--- config.mk ---
export PLATFORM = sky130hd
export DESIGN_NAME = psets_queue
export DESIGN_NICKNAME = d
export VERILOG_FILES = /design/src/hw/rtl/psets_pkg.sv /design/src/hw/rtl/psets_queue.sv
export SDC_FILE = /design/constraint.sdc
export NUM_CORES = 1
export LEC_CHECK = 0
export ABC_CLOCK_PERIOD_IN_PS = 13600
export BUFFER_PORTS_ARGS = -buffer_cell sky130_fd_sc_hd__buf_2
export CAP_MARGIN = 20
export CELL_PAD_IN_SITES_DETAIL_PLACEMENT = 0
export CELL_PAD_IN_SITES_GLOBAL_PLACEMENT = 1
export CORE_MARGIN = 4
export CORE_UTILIZATION = 37
export DETAILED_ROUTE_END_ITERATION = 12
export PLACE_DENSITY_LB_ADDON = 0.1
export SKIP_LAST_GASP = 1
export SLEW_MARGIN = 20
export SYNTH_ARGS = -nofsm -noshare
export SYNTH_HDL_FRONTEND = slang
export SYNTH_SLANG_ARGS = --single-unit
--- constraint.sdc ---
create_clock -name clk -period 13.6 [get_ports clk]
set_clock_uncertainty 0.15 [all_clocks]
set_input_delay 1.36 -clock clk [delete_from_list [all_inputs] [get_ports clk]]
set_output_delay 1.36 -clock clk [all_outputs]
set_load 0.005 [all_outputs]
--- src/hw/rtl/psets_pkg.sv ---
package psets_pkg;

  localparam int SYM_W      = 64;
  localparam int PRICE_W    = 48;
  localparam int TIME_W     = 64;
  localparam int WEIGHT_W   = 17;
  localparam int MARGIN_W   = 16;
  localparam int FRAC_W     = 16;
  localparam int PROD_W     = PRICE_W + WEIGHT_W;
  localparam int BAND_W     = PRICE_W + MARGIN_W;
  localparam int CFG_IDX_W  = 1;
  localparam int CFG_DATA_W = 17;

  localparam logic [WEIGHT_W-1:0] WEIGHT_ONE = 17'h10000;
  localparam logic [WEIGHT_W-1:0] WEIGHT_RST = 17'd6242;
  localparam logic [MARGIN_W-1:0] MARGIN_RST = 16'd66;

  typedef enum logic [CFG_IDX_W-1:0] {
    REG_EMA_WEIGHT  = 1'b0,
    REG_BAND_MARGIN = 1'b1
  } cfg_reg_t;

  typedef enum logic [1:0] {
    SIG_HOLD = 2'd0,
    SIG_BUY  = 2'd1,
    SIG_SELL = 2'd2
  } signal_t;

  // what the lookup found for a tick
  typedef enum logic [1:0] {
    CLS_HIT = 2'd0,
    CLS_NEW = 2'd1,
    CLS_OVF = 2'd2
  } slot_class_t;

  typedef struct packed {
    logic [SYM_W-1:0]   symbol;
    logic [PRICE_W-1:0] price;
    logic [TIME_W-1:0]  stamp;
    slot_class_t        cls;
  } job_t;

  typedef struct packed {
    logic [WEIGHT_W-1:0] weight;
    logic [MARGIN_W-1:0] margin;
  } cfg_t;

endpackage

--- src/hw/rtl/psets_queue.sv ---
module psets_queue import psets_pkg::*; #(
  parameter int IDX_W = 6
) (
  input  logic             clk,
  input  logic             rst,
  input  logic             push_valid,
  output logic             push_ready,
  input  job_t             push_job,
  input  logic [IDX_W-1:0] push_slot,
  output logic             pop_valid,
  input  logic             pop_ready,
  output job_t             pop_job,
  output logic [IDX_W-1:0] pop_slot
);

  localparam int DEPTH = 2;

  job_t             job_mem  [DEPTH];
  logic [IDX_W-1:0] slot_mem [DEPTH];
  logic             wr_ptr;
  logic             rd_ptr;
  logic [1:0]       count;
  logic             do_push;
  logic             do_pop;

  assign push_ready = (count != 2'(DEPTH));
  assign pop_valid  = (count != 2'd0);
  assign do_push    = push_valid && push_ready;
  assign do_pop     = pop_valid && pop_ready;
  assign pop_job    = job_mem[rd_ptr];
  assign pop_slot   = slot_mem[rd_ptr];

  always_ff @(posedge clk) begin
    if (rst) begin
      wr_ptr <= 1'b0;
      rd_ptr <= 1'b0;
      count  <= 2'd0;
    end else begin
      if (do_push) wr_ptr <= ~wr_ptr;
      if (do_pop)  rd_ptr <= ~rd_ptr;
      unique case ({do_push, do_pop})
        2'b10:   count <= count + 2'd1;
        2'b01:   count <= count - 2'd1;
        default: count <= count;
      endcase
    end
  end

  always_ff @(posedge clk) begin
    if (do_push) begin
      job_mem[wr_ptr]  <= push_job;
      slot_mem[wr_ptr] <= push_slot;
    end
  end

endmodule

==> impl_metrics.tcl <==
set metrics [dict create \
    async_reset_ff_share_pct 0 \
    period_minus_slack_ps 4340 \
    numCtsBuffers 40 \
    cts_buffer_depth 3 \
    synth_compound_area_share_pct 0.241 \
    htree_levels 2 \
    synth-simple-area-share_pct 0.353 \
    grt_start_max_net_pins 76 \
    syn_area_sq_mm 0.0135 \
    worst_pin_slew_ps 1050 \
    vdd_ir_drop_max_uv 107 \
    cpPeakStageDelay_ps 840 \
    worstSetupStartpointType "register" \
    die_w_um 199 \
    syn_nets 785 \
    synthAdderAreaFrac_pct 0.0928 \
    setup_slack_ps 9260 \
    wirelength_um 29500 \
    io_buffers 373 \
    synth_top_area_share_pct 81.9 \
    ys_top_cells_by_area "edfxtp_1, mux2_2, buf_4" \
    holdBufCountCts 0 \
    p_leak_nw 6.36 \
    r2r_cells 4 \
    hold_path.class "register to register" \
    whs_path_depth 2 \
    cp_slowest_cell "buf_4" \
    crit_required_ps 12090 \
    grt_pass1_wl_um 42500 \
    clkSinkCount 373 \
    criticalPathCategory "register to output pin" \
    first_pass_iters 4 \
    start_util_pct 37.7 \
    finalCritPeriodShare_pct 31.9 \
    cts-resized-gates 0 \
    finalHoldViolCount 0 \
    root_buffer "clkbuf_16" \
    clock.fmax_mhz 231 \
    die-area_sq_mm 0.0396 \
    drc 0 \
    core-area_sq_mm 0.0357 \
    ff_latch_area_sq_mm 0.0112 \
    power_density_mw_per_mm2 192 \
    status "finished clean" \
    clk_latency_ps 520 \
    io_pins 374 \
    fin_setup_tns_ps 0 \
    cap_violations 0 \
    vias 6948 \
    gr-usage-all-layers_pct 14.2 \
    cts_tree "done" \
    cts_setup_buffers 0 \
    ys_warn_count 0 \
    post_drt_wl_per_cell_um 19.8 \
    synth_top_family_by_area "multiplexers" \
    power_frac_seq_pct 45.6 \
    synth_top_cells_by_count "edfxtp_1, mux2_2, buf_4, dfxtp_1, buf_2" \
    synth_top_area_cell "edfxtp_1" \
    power_mw 3.30 \
    rsz0062_at_grt "no" \
    syn2layout_area_growth_pct 27.5 \
    drt_iter0_markers 323 \
    final_nets 1187 \
    synth-edff-count 368 \
    dp_worst_setup_slack_ps 9740 \
    worst_setup_path_end_kind "output pin" \
    antenna_found_initial 8 \
    clock_power_share_pct 32.7 \
    layout-drive-gt1-share_pct 60.9 \
    gp_congestion 0.730 \
    syn_area_per_cell_sq_um 22.6 \
    path_clk_slew_ps 60 \
    power.switching_uw 830 \
    yosys.cell_types.count 20 \
    seq_area_frac_synth_pct 82.7 \
    fp-row-count 69 \
    multi_input_area_sq_mm 0.00220 \
    synth_most_common_cell "edfxtp_1" \
    synthMuxAreaShare_pct 15.4 \
    synthCells 596 \
    crit_chain "buf_4 > mux2_2 > buf_2" \
    crit_fanout 70 \
    synth_flop_cell "edfxtp_1" \
    fin_area_sq_mm 0.0172 \
    p_int_mw 2.47 \
    slew_viol_final 0 \
    grt_pass1_vias 7135 \
    dpl.hpwl_um 19500 \
    antenna_left 0 \
    setup_viol 0 \
    synth-xor-area-share_pct 0.195 \
    synth.ff_latch_count 373 \
    power_frac_comb_pct 21.7 \
    swShare_pct 25.1 \
    via_per_inst 4.66 \
    overflow 0 \
    place_area_sq_mm 0.0158 \
    n_fill_cell 3170 \
    worstPathArrival_ps 2830 \
    relSlewSlack_pct 30.3 \
    die_h_um 199 \
]
worst paths after layout:
| kind | from | endpoint | slack [ps] |
|---|---|---|---|
| max | register | pop_job[64] | 9260 |
| min | rd_ptr | rd_ptr | 370 |
| max reg2reg | count[0] | job_mem[1][59] | 10870 |
| min reg2reg | rd_ptr | rd_ptr | 370 |
layout by cell type, fill, tap and decap left out, types with 3 or more instances in the layout:
master and instances:
bufinv_16 6, dfxtp_1 4, clkinv_1 9, clkbuf_16 41, buf_4 6, diode_2 3, clkbuf_1 6, edfxtp_1 368
mux2_2 184, nor2_1 3, buf_2 373, clkinv_2 8
state kept, by name (all words and copies together) (netlist names), named ones only:
name and cells:
slot_mem 12, wr_ptr 1, rd_ptr 1, job_mem 356, count 2
kinds of logic after synthesis:
family          after synthesis
flops                       373
mux                         184
buf+inv                      21
simple gates                  9
compound gates                5
xor+xnor                      3
fa+ha+maj                     1
area by class of cell:
type	count	share of cell area (%)
diodes	3	0.0436
clock buffers	47	6.10
clock inverters	25	1.56
inverters	1	0.0509
multi-input cells	202	12.8
flip-flops and latches	373	64.9
well taps	461	3.35
repair buffers	380	11.3
routing by layer:
metal	wire, um	global-route usage (%)	vias to the layer above
met1	11800	17.9	3433
met5	41	0	-
met4	686	4.96	8
met2	13800	22.0	253
met3	3090	6.33	55
li1	-	-	3199
worst max-delay path, delay by kind of cell, from the launching register on:
| kind | cells | cell delay, ps |
|---|---|---|
| multiplexers | 1 | 440 |
| flip-flops | 1 | 810 |
| buffers and inverters | 2 | 970 |
stage by stage:
step	util [%]	instances	hold slack, ps
final	48.1	1492	373
after global routing	48.1	1491	399
after CTS	48.0	1488	375
after detailed placement	44.3	1416	355
after global placement	44.3	1416	347
after floorplan	-	596	324
power by group through the flow:
| stage | combinational, mW | sequential [mW] | clock, mW |
|---|---|---|---|
| floorplan | 0.433 | 1.53 | 0 |
| global placement | 0.735 | 1.53 | 0 |
| detailed placement | 0.733 | 1.53 | 0 |
| CTS | 0.739 | 1.51 | 1.12 |
| global route | 0.785 | 1.52 | 1.17 |
| finish | 0.716 | 1.51 | 1.08 |
Power figures use the tool's default switching activity.
