<file path="config.mk">
export PLATFORM = sky130hd
export DESIGN_NAME = psets_front_flat
export DESIGN_NICKNAME = d
export VERILOG_FILES = /design/src/hw/rtl/psets_pkg.sv /design/src/hw/rtl/psets_if.sv /design/src/hw/rtl/psets_front.sv /design/src/flat_wrapper.sv
export SDC_FILE = /design/constraint.sdc
export NUM_CORES = 2
export LEC_CHECK = 0
export BUFFER_PORTS_ARGS = -buffer_cell sky130_fd_sc_hd__buf_2
export CORE_UTILIZATION = 30
export DETAILED_ROUTE_END_ITERATION = 8
export PLACE_DENSITY = 0.52
export SYNTH_ARGS = -nofsm -noshare
export SYNTH_HDL_FRONTEND = slang
export SYNTH_SLANG_ARGS = --single-unit
</file>
<file path="constraint.sdc">
create_clock -name clk -period 18.3 [get_ports clk]
set_input_delay 0.915 -clock clk [delete_from_list [all_inputs] [get_ports clk]]
set_output_delay 0.915 -clock clk [all_outputs]
set_load 0.03 [all_outputs]
</file>
<file path="src/hw/rtl/psets_pkg.sv">
package psets_pkg;

  localparam int SYM_W      = 64;
  localparam int PRICE_W    = 48;
  localparam int TIME_W     = 64;
  localparam int WEIGHT_W   = 17;
  localparam int MARGIN_W   = 16;
  localparam int FRAC_W     = 16;
  localparam int PROD_W     = PRICE_W + WEIGHT_W;
  localparam int BAND_W     = PRICE_W + MARGIN_W;
  localparam int CFG_IDX_W  = 1;
  localparam int CFG_DATA_W = 17;

  localparam logic [WEIGHT_W-1:0] WEIGHT_ONE = 17'h10000;
  localparam logic [WEIGHT_W-1:0] WEIGHT_RST = 17'd6242;
  localparam logic [MARGIN_W-1:0] MARGIN_RST = 16'd66;

  typedef enum logic [CFG_IDX_W-1:0] {
    REG_EMA_WEIGHT  = 1'b0,
    REG_BAND_MARGIN = 1'b1
  } cfg_reg_t;

  typedef enum logic [1:0] {
    SIG_HOLD = 2'd0,
    SIG_BUY  = 2'd1,
    SIG_SELL = 2'd2
  } signal_t;

  // what the lookup found for a tick
  typedef enum logic [1:0] {
    CLS_HIT = 2'd0,
    CLS_NEW = 2'd1,
    CLS_OVF = 2'd2
  } slot_class_t;

  typedef struct packed {
    logic [SYM_W-1:0]   symbol;
    logic [PRICE_W-1:0] price;
    logic [TIME_W-1:0]  stamp;
    slot_class_t        cls;
  } job_t;

  typedef struct packed {
    logic [WEIGHT_W-1:0] weight;
    logic [MARGIN_W-1:0] margin;
  } cfg_t;

endpackage

</file>
<file path="src/hw/rtl/psets_if.sv">
interface psets_tick_if import psets_pkg::*; ();
  logic               valid;
  logic               ready;
  logic [SYM_W-1:0]   ticker_symbol;
  logic [PRICE_W-1:0] trade_price;
  logic [TIME_W-1:0]  event_time;

  modport source (output valid, ticker_symbol, trade_price, event_time, input ready);
  modport sink   (input valid, ticker_symbol, trade_price, event_time, output ready);
endinterface


</file>
<file path="src/hw/rtl/psets_front.sv">
module psets_front import psets_pkg::*; #(
  parameter int SLOTS = 64,
  parameter int IDX_W = 6,
  parameter int CNT_W = 7
) (
  input  logic             clk,
  input  logic             rst,
  psets_tick_if.sink       tick,
  output logic             push_valid,
  input  logic             push_ready,
  output job_t             push_job,
  output logic [IDX_W-1:0] push_slot
);

  typedef enum logic [2:0] {
    F_IDLE = 3'b001,
    F_SCAN = 3'b010,
    F_PUSH = 3'b100
  } fstate_t;

  fstate_t          state;
  job_t             job;
  logic [IDX_W-1:0] slot;
  logic [CNT_W-1:0] filled;
  logic [CNT_W-1:0] scan_idx;
  logic             cmp_valid;
  logic [IDX_W-1:0] cmp_idx;
  logic [SYM_W-1:0] key_q;
  logic [SYM_W-1:0] key_mem [SLOTS];

  logic             rd_ok;
  logic             hit;
  logic             last;
  slot_class_t      miss_cls;
  logic [IDX_W-1:0] miss_slot;

  assign tick.ready = (state == F_IDLE);
  assign push_valid = (state == F_PUSH);
  assign push_job   = job;
  assign push_slot  = slot;

  assign rd_ok     = (scan_idx < filled);
  assign hit       = cmp_valid && (key_q == job.symbol);
  assign last      = cmp_valid && ((CNT_W'(cmp_idx) + CNT_W'(1)) == filled);
  assign miss_cls  = (filled < CNT_W'(SLOTS)) ? CLS_NEW : CLS_OVF;
  assign miss_slot = filled[IDX_W-1:0];

  always_ff @(posedge clk) begin
    if (rst) begin
      state     <= F_IDLE;
      filled    <= '0;
      cmp_valid <= 1'b0;
    end else begin
      unique case (state)
        F_IDLE: begin
          if (tick.valid) begin
            job.symbol <= tick.ticker_symbol;
            job.price  <= tick.trade_price;
            job.stamp  <= tick.event_time;
            scan_idx   <= '0;
            cmp_valid  <= 1'b0;
            if (filled == '0) begin
              job.cls <= miss_cls;
              slot    <= miss_slot;
              state   <= F_PUSH;
            end else begin
              state <= F_SCAN;
            end
          end
        end
        F_SCAN: begin
          // read of scan_idx issues now, compare of cmp_idx lands now
          scan_idx  <= scan_idx + CNT_W'(1);
          cmp_valid <= rd_ok;
          cmp_idx   <= scan_idx[IDX_W-1:0];
          if (hit) begin
            job.cls   <= CLS_HIT;
            slot      <= cmp_idx;
            cmp_valid <= 1'b0;
            state     <= F_PUSH;
          end else if (last) begin
            job.cls   <= miss_cls;
            slot      <= miss_slot;
            cmp_valid <= 1'b0;
            state     <= F_PUSH;
          end
        end
        F_PUSH: begin
          if (push_ready) begin
            if (job.cls == CLS_NEW) filled <= filled + CNT_W'(1);
            state <= F_IDLE;
          end
        end
        default: state <= F_IDLE;
      endcase
    end
  end

  always_ff @(posedge clk) begin
    if (state == F_SCAN && rd_ok) key_q <= key_mem[scan_idx[IDX_W-1:0]];
    if (state == F_PUSH && push_ready && job.cls == CLS_NEW) key_mem[slot] <= job.symbol;
  end

endmodule

</file>
<file path="src/flat_wrapper.sv">
// flat-port wrapper written by rule: the top's interface ports become plain ports
module psets_front_flat import psets_pkg::*;
#(
  parameter int SLOTS = 64,
  parameter int IDX_W = 6,
  parameter int CNT_W = 7
)
  (clk, rst, push_valid, push_ready, push_job, push_slot, tick_valid, tick_ticker_symbol, tick_trade_price, tick_event_time, tick_ready);
  psets_tick_if tick_i ();
  input  logic clk;
  input  logic rst;
  output logic push_valid;
  input  logic push_ready;
  output job_t push_job;
  output logic [IDX_W-1:0] push_slot;
  input wire logic [$bits(tick_i.valid)-1:0] tick_valid;
  input wire logic [$bits(tick_i.ticker_symbol)-1:0] tick_ticker_symbol;
  input wire logic [$bits(tick_i.trade_price)-1:0] tick_trade_price;
  input wire logic [$bits(tick_i.event_time)-1:0] tick_event_time;
  output wire logic [$bits(tick_i.ready)-1:0] tick_ready;
  assign tick_i.valid = tick_valid;
  assign tick_i.ticker_symbol = tick_ticker_symbol;
  assign tick_i.trade_price = tick_trade_price;
  assign tick_i.event_time = tick_event_time;
  assign tick_ready = tick_i.ready;
  psets_front #(.SLOTS(SLOTS), .IDX_W(IDX_W), .CNT_W(CNT_W)) u_core (.clk(clk), .rst(rst), .tick(tick_i), .push_valid(push_valid), .push_ready(push_ready), .push_job(push_job), .push_slot(push_slot));
endmodule
</file>
==> results.yml <==
die:
  die_y_um: 742
  initial_utilization_pct: 30.2
  pin_count: 366
  die_w_um: 742
  core_area_um2: 545000
  die-area_um2: 551000
  rows: 271
timing:
  period_minus_slack_ps: 6250
  min_period_over_period_pct: 34.1
  max-slew-margin-rel_pct: 8.86
  setup_violations: 0
  tightestPinTransition_ps: 1370
  drv_slew: 0
  timing.hold.ws_ps: 89.4
  tns_ps: 0
  hold_viol: 0
  rsz0062_at_grt: "false"
  fmax_mhz: 160
  fin_skew_ps: 104
clock_tree:
  cts_made_buffers: 457
  insertion_delay_ps: 1080
  cts_hold_buffers: 136
  cts_setup_buffers: 0
  clockRootBuffer: "clkbuf_16"
  cts_resized: 0
  cts.sinks: 4368
  cts_max_level: 5
  cts.clk_slew.worst_paths_ps: 60
  clockBufferDepth: 4
  cts_tree: "done"
synth:
  syn_inst: 6480
  yosysSeqAreaShare_pct: 79.7
  synth_edf_count: 4357
  ys_ff_latch: 4368
  yosys.area.top_type: "edfxtp_1"
  synth_top_area_share_pct: 79.6
  syn_nets: 6670
  async_flop_share_pct: 0
  synth_cell_types: 46
  yosys_warnings: 0
  syn_area_per_cell_um2: 25.4
  yosys-top-cells-area: "edfxtp_1, mux4_2, a22oi_1"
  synth_flop_cell: "edfxtp_1"
  syn_area_um2: 164000
setup_path:
  end_kind: "flip-flop"
  r2r_cells: 9
  rrSetupSlack_ps: 12050
  cp.required_ps: 19040
  path_class: "reg -> reg"
  cp-start-kind: "flip-flop"
  critPathArrivalTime_ps: 6990
  path_max_fanout: 83
  r2r_end: "u_core.key_q[35]"
  startpoint: "u_core.scan_idx[0]"
  worst_r2r_startpoint: "u_core.scan_idx[0]"
  endpoint: "u_core.key_q[35]"
drt:
  dr.pass1.iters: 5
  vias_per_cell: 5.23
  final_antenna_net_count: 0
  wl_per_cell_um: 33.5
  num_vias: 78600
  first_iter_violations: 10300
  wl_um: 503000
  drc: 0
grt:
  grt_first_pass_wirelength_um: 682000
  grt.overflow.total: 0
  groute.usage.overall_pct: 17.8
  grt_max_degree: 130
  grt_pass1_vias: 80200
  antenna_found_initial: 23
place:
  io_buffers: 365
  dp_hpwl_um: 262000
  place.gp.congestion: 0.758
power_and_ir_drop:
  power.density_nw_per_um2: 108
  ir_drop_mv: 0.0890
  leakage_nw: 59.0
  p_total_w: 0.0207
cells_and_area:
  final_util_pct: 35.3
  finalNetCount: 7600
  drive_above_1_share_pct: 33.7
  mostFrequentLayoutCells: "edfxtp_1, mux4_2, clkbuf_16, buf_2, buf_4"
  multi_input_area_um2: 32500
  syn_to_final_growth_pct: 17.1
  register_area_um2: 131000
  final_common_cell: "edfxtp_1"
  num-fill-cells: 49800
run:
  maxCapViolations: 0
outcome:
  status: "completed"
hold_path:
  hold_path_depth: 1
  hold_path_class: "in -> reg"
## metrics by stage
stage	cell area [um2]	setup WS, ps	instances
global route	193000	11440	15000
global placement	177000	11840	14000
CTS	193000	11820	15000
floorplan	164000	8790	6480
detailed placement	177000	11830	14000
finish	193000	12050	15000
## state kept, by name (all words and copies together) (netlist names)
register / cells
u_core.key_mem: 4096
u_core.push_job: 178
u_core.key_q: 64
u_core.filled: 7
u_core.scan_idx: 7
u_core.cmp_idx: 6
u_core.push_slot: 6
u_core.state: 3
u_core.cmp_valid: 1
## power breakdown
group / total, W / switching (W) / internal (W)
sequential: 0.0110 / 0.0000114 / 0.0110
clock: 0.00900 / 0.00400 / 0.00500
combinational: 0.000707 / 0.000432 / 0.000275
total: 0.0207 / 0.00444 / 0.0163
## synthesized netlist by cell type, types with 4 or more instances
cell	number
clkbuf_1	174
o21ai_0	4
edfxtp_1	4357
a21oi_1	7
mux4_2	1280
buf_2	109
buf_6	5
nor4_1	5
ha_1	10
xnor2_1	59
nand4_1	17
mux2_2	6
inv_1	22
nor2b_1	8
nand3_1	15
buf_1	35
nand2b_1	15
xor2_1	8
nand3b_1	4
nand2_1	73
nor2_1	87
o2111ai_1	4
a22oi_1	129
dfxtp_1	11
## critical path, cell delays in order (launching register included)
cell	delay (ps)
edfxtp_1	360
buf_4	650
buf_12	620
buf_4	840
buf_4	870
buf_4	770
mux4_2	610
mux4_2	470
a22oi_1	330
nand2_1	140
## how the worst min path moves through the flow
stage | from | end
2_1_floorplan | u_core.scan_idx[0] | u_core.cmp_idx[0]
3_3_place_gp | u_core.state[2] | u_core.state[0]
3_5_place_dp | u_core.state[2] | u_core.state[0]
4_1_cts | tick_trade_price[16] | u_core.push_job[82]
5_1_grt | tick_event_time[19] | u_core.push_job[21]
6_report | tick_ticker_symbol[47] | u_core.push_job[161]
## metal layers
layer  global-route usage [%]  wire [um]  up-vias
li1                         -          -    30200
met1                     24.3     206000    44000
met2                     29.5     245000     3600
met3                     3.07      36800      752
met4                     4.89      14800        6
met5                        0         41        -
## layout make-up
cell class / instances / area share [%]
antenna: 9 / 0.0117
clock buffer: 577 / 6.18
clock inverter: 271 / 1.29
inverter: 22 / 0.0429
multi-input combinational: 1767 / 16.9
sequential: 4368 / 68.0
tap: 7234 / 4.70
timing repair buffer: 794 / 2.88
## cells by family after synthesis
family                   after synthesis  share of synthesized area, %
AO/OA/AOI/OAI                        160                         0.723
XOR/XNOR                              67                         0.357
adder cells (fa/ha/maj)               10                        0.0761
buffers and inverters                345                         0.893
flip-flops                          4368                          79.7
multiplexers                        1287                          17.6
AND/OR/NAND/NOR                      243                         0.685
No activity file was read; power rests on OpenSTA's default activity.
